### config.mk
export PLATFORM = sky130hd
export DESIGN_NAME = slrcc_ctrl
export DESIGN_NICKNAME = d
export VERILOG_FILES = /design/src/slrcc_pkg.sv /design/src/slrcc_ctrl.sv
export SDC_FILE = /design/constraint.sdc
export NUM_CORES = 1
export LEC_CHECK = 0
export BUFFER_PORTS_ARGS = -buffer_cell sky130_fd_sc_hd__clkbuf_2
export CORE_UTILIZATION = 30
export DETAILED_ROUTE_END_ITERATION = 8
export PLACE_DENSITY = 0.55
export REMOVE_ABC_BUFFERS = 1
export SLEW_MARGIN = 30
export SYNTH_ARGS = -nofsm -noshare
export SYNTH_HDL_FRONTEND = slang
export SYNTH_SLANG_ARGS = --single-unit
### constraint.sdc
create_clock -name clk -period 2.1 [get_ports clk]
set_input_delay 0 -clock clk [delete_from_list [all_inputs] [get_ports clk]]
set_output_delay 0 -clock clk [all_outputs]
set_load 0.005 [all_outputs]
### src/slrcc_pkg.sv
// ----------------------------------------------------------------------------
// slrcc_pkg: shared types and constants of the stereo consistency check
// Field widths, request and register codes, result classes and the
// command/status bundles between controller and datapath.
// ----------------------------------------------------------------------------
package slrcc_pkg;

	// field widths
	localparam int COL_W   = 10;
	localparam int DISP_W  = 13;
	localparam int ENTRY_W = DISP_W + 1;
	localparam int THR_W   = 12;
	localparam int RW_W    = 11;
	localparam int CFG_W   = THR_W;

	// request codes
	localparam logic REQ_LOAD  = 1'b0;
	localparam logic REQ_CHECK = 1'b1;

	// configuration register indexes
	localparam logic CFG_THRESHOLD = 1'b0;
	localparam logic CFG_ROW_WIDTH = 1'b1;

	// configuration reset values
	localparam logic [THR_W-1:0] THRESHOLD_RST = 12'd16;
	localparam logic [RW_W-1:0]  ROW_WIDTH_RST = 11'd1024;

	// pixel classification
	typedef enum logic [1:0] {
		CLASS_CONSISTENT = 2'd0,
		CLASS_OCCLUSION  = 2'd1,
		CLASS_MISMATCH   = 2'd2
	} pix_class_t;

	// controller to datapath
	typedef struct packed {
		logic       load_we;
		logic       chk_start;
		logic       fetch;
		logic       proj;
		logic       cmp;
		logic       rd_back;
		logic       inval;
		logic       res_we;
		logic       res_keep;
		pix_class_t res_class;
	} dp_cmd_t;

	// datapath to controller
	typedef struct packed {
		logic col_in_row;
		logic le_valid;
		logic cr_ok;
		logic re_valid;
		logic within_thr;
		logic crl_ok;
		logic occl;
	} dp_stat_t;

endpackage

### src/slrcc_ctrl.sv
// ----------------------------------------------------------------------------
// slrcc_ctrl: sequencer of the stereo consistency check
// Walks one check item through fetch, projection, compare, back projection
// and classification; loads finish in the accept cycle.
// ----------------------------------------------------------------------------
module slrcc_ctrl (
	input  logic                clk,
	input  logic                arst_n,
	input  logic                start,
	input  logic                req_type,
	input  slrcc_pkg::dp_stat_t stat,
	output slrcc_pkg::dp_cmd_t  cmd,
	output logic                busy,
	output logic                result_valid
);
	import slrcc_pkg::*;

	typedef enum logic [5:0] {
		ST_IDLE  = 6'b000001,
		ST_FETCH = 6'b000010,
		ST_PROJ  = 6'b000100,
		ST_CMP   = 6'b001000,
		ST_BACK  = 6'b010000,
		ST_CLASS = 6'b100000
	} state_t;

	state_t state_q;
	state_t state_d;
	logic   result_valid_q;

	// next state and datapath commands
	always_comb begin
		state_d = state_q;
		cmd     = '0;
		case (state_q)
			ST_IDLE: begin
				if (start) begin
					if (req_type == REQ_LOAD) begin
						cmd.load_we = 1'b1;
					end else if (stat.col_in_row) begin
						cmd.chk_start = 1'b1;
						state_d       = ST_FETCH;
					end
				end
			end
			ST_FETCH: begin
				cmd.fetch = 1'b1;
				if (!stat.le_valid) begin
					cmd.res_we    = 1'b1;
					cmd.res_class = CLASS_MISMATCH;
					state_d       = ST_IDLE;
				end else begin
					state_d = ST_PROJ;
				end
			end
			ST_PROJ: begin
				cmd.proj = 1'b1;
				if (!stat.cr_ok) begin
					cmd.res_we    = 1'b1;
					cmd.res_class = CLASS_MISMATCH;
					cmd.inval     = 1'b1;
					state_d       = ST_IDLE;
				end else begin
					state_d = ST_CMP;
				end
			end
			ST_CMP: begin
				cmd.cmp = 1'b1;
				if (!stat.re_valid) begin
					cmd.res_we    = 1'b1;
					cmd.res_class = CLASS_MISMATCH;
					cmd.inval     = 1'b1;
					state_d       = ST_IDLE;
				end else if (stat.within_thr) begin
					cmd.res_we    = 1'b1;
					cmd.res_keep  = 1'b1;
					cmd.res_class = CLASS_CONSISTENT;
					state_d       = ST_IDLE;
				end else begin
					state_d = ST_BACK;
				end
			end
			ST_BACK: begin
				cmd.rd_back = 1'b1;
				if (!stat.crl_ok) begin
					cmd.res_we    = 1'b1;
					cmd.res_class = CLASS_MISMATCH;
					cmd.inval     = 1'b1;
					state_d       = ST_IDLE;
				end else begin
					state_d = ST_CLASS;
				end
			end
			ST_CLASS: begin
				cmd.res_we    = 1'b1;
				cmd.res_class = stat.occl ? CLASS_OCCLUSION : CLASS_MISMATCH;
				cmd.inval     = 1'b1;
				state_d       = ST_IDLE;
			end
			default: begin
				state_d = ST_IDLE;
			end
		endcase
	end

	// state and result strobe
	always_ff @(posedge clk or negedge arst_n) begin
		if (!arst_n) begin
			state_q        <= ST_IDLE;
			result_valid_q <= 1'b0;
		end else begin
			state_q        <= state_d;
			result_valid_q <= cmd.res_we;
		end
	end

	assign busy         = (state_q != ST_IDLE);
	assign result_valid = result_valid_q;

endmodule

==> impl_metrics.yaml <==
place:
  placed_area_um2: 617
  gp_congestion: 0.776
  io_buffers: 23
  hpwl_um: 907
  dp_cells: 93
layout:
  final_nets: 98
  final_cell_count_no_fill: 102
  multiInputGateArea_um2: 302
  seq_area_um2: 176
  fillers: 158
  area_growth_pct: 38.5
  drive_gt1_frac: 0.384
  antennaDiodeCount: 0
  fin_area_um2: 693
floorplan:
  ios: 24
  start_util: 0.328
  die-area_um2: 1840
  die_h_um: 42.8
  core_area_um2: 1520
  num_rows: 14
  die_w_um: 42.8
sta:
  worst_slew_pin_slew_ns: 0.405
  finalCritPeriodShare: 0.945
  rsz0062_at_grt: "no"
  relSlewSlack: 0.727
  final-max-slew-violation-count: 0
  hold_viol: 0
  finClkSkew_ns: 0.00432
  setup_violations: 0
  finalSetupTns_ns: 0
  fmax_ghz: 0.504
  final.min_clock_period_ns: 1.99
global_route:
  overflow: 0
  grt_max_degree: 11
  track_usage: 0.137
  antenna_found_initial: 0
  grt_pass1_vias: 474
  grt_pass1_wl_um: 1890
synth:
  synth-seq-cells: 7
  synth_most_common_cell: "dfrtp_1"
  synth_cell_type_count: 27
  ys.flop_type: "dfrtp_1"
  synth_cells: 56
  synthArstFlopShare: 1.00
  synth_area_um2: 500
  synth_commonest_cells: "dfrtp_1 (6), and3_1 (5), nand2_1 (5), nor2_1 (5)"
  avgSynthCellArea_um2: 8.94
  synth-seq-area-share: 0.353
  yosys.area.top_type_share: 0.300
  synth_edf_count: 0
  synthTopCellsByArea: "dfrtp_1 (30%), and3_1 (6.3%), dfstp_2 (5.3%)"
  synth_warnings: 0
  yosysTopAreaCell: "dfrtp_1"
clocking:
  postCtsResizedCells: 0
  path_clk_slew_ns: 0.05
  cts_tree: "built"
  post_cts_buffers: 0
  cts.path.max_buffers: 2
  cts-root-buf: "clkbuf_4"
  htreeDepth: 1
  clk_latency_ns: 0.25
  cts_buffers: 3
  cts_sinks: 7
hold_path:
  min_path_type: "in -> reg"
  hold_depth: 2
critical_path:
  cp_max_fo: 10
  cp.arrival_ns: 2.17
  reg2reg_slack_ns: 0.11
  worst-setup-path-type: "reg -> reg"
  cp-start-kind: "flip-flop"
  cp.required_ns: 2.29
  reg2reg_depth: 5
  crit_path_end_kind: "flip-flop"
route:
  firstDrtPassIters: 3
  drc: 0
  via_per_inst: 5.25
  ant_nets: 0
  wl_per_cell_um: 11.1
  wirelength_um: 1130
  drt_iter0_drc: 1
  vias: 535
pwr:
  powerDensity_nw_per_um2: 651
  max-vdd-ir-drop_mv: 0.339
  p_leak_nw: 0.369
  p_total_w: 0.000451
run_status:
  status: "completed"
job:
  maxCapViolations: 0
path summary, 6_finish.rpt:
kind | start | endpoint
worst max-delay path | state_q[1] | state_q[4]
worst min-delay path | stat[4] | state_q[3]
worst max register to register | state_q[1] | state_q[4]
worst min register to register | state_q[5] | state_q[0]
max in group asynchronous | arst_n | state_q[0]
min in group asynchronous | arst_n | state_q[2]
worst max-delay path: stages (launching register included):
cell           delay [ns]
dfrtp_1              0.49
or4_4                0.59
nor2_2               0.16
nand2_1              0.07
nor2_1               0.08
dlygate4sd3_1        0.54
routing by layer:
layer / vias to the layer above / wire length [µm] / GRT usage
met4: 0 / 0 / 0.0188
met3: 0 / 65 / 0.0638
met2: 14 / 573 / 0.242
li1: 268 / - / -
met1: 253 / 495 / 0.151
met5: - / 0 / 0
report_power, final:
group	total [W]	internal, W	switching [W]
sequential	0.000174	0.000153	0.0000206
combinational	0.000154	0.0000845	0.0000700
clock	0.000123	0.0000725	0.0000502
sequential cells by signal (all words and copies together), names as in the netlist:
register      cells
state_q           6
result_valid      1
stage by stage:
stage	worst slack, ns	hold slack [ns]	utilization
global placement	0.566	-0.148	0.405
detailed placement	0.545	-0.148	0.405
global route	0.00451	0.0393	0.455
floorplan	0.658	-0.296	-
finish	0.115	0.0312	0.455
CTS	0.123	0.0304	0.455
area by class of cell:
type,count,share of cell area
Clock buffer,4,0.0379
Inverter,1,0.00542
Multi-Input combinational cell,46,0.435
Sequential cell,7,0.255
Tap cell,16,0.0289
Timing Repair Buffer,28,0.238
repair_timing:
| action | in CTS | in global routing |
|---|---|---|
| endpoints found under the hold margin | 10 | 0 |
| setup endpoints to repair | 0 | 0 |
| hold buffers | 5 | 0 |
placed cells by master (no fill, tap or decap), types with 3 or more instances in the layout:
cell and instances:
nand2_1 5, nor3b_1 3, o21ai_0 3, dfrtp_1 6
nor2_1 5, clkbuf_4 3, dlygate4sd3_1 5, nand2b_1 3
clkbuf_2 23, and3_1 5
kinds of logic after synthesis:
| kind of cell | after synthesis | synth area share |
|---|---|---|
| and+or+nand+nor | 34 | 0.447 |
| AOI/OAI and AO/OA | 11 | 0.138 |
| DFF | 7 | 0.353 |
| buffers and inverters | 3 | 0.0450 |
| xor gates and xnor gates | 1 | 0.0175 |
Power figures use the tool's default switching activity.
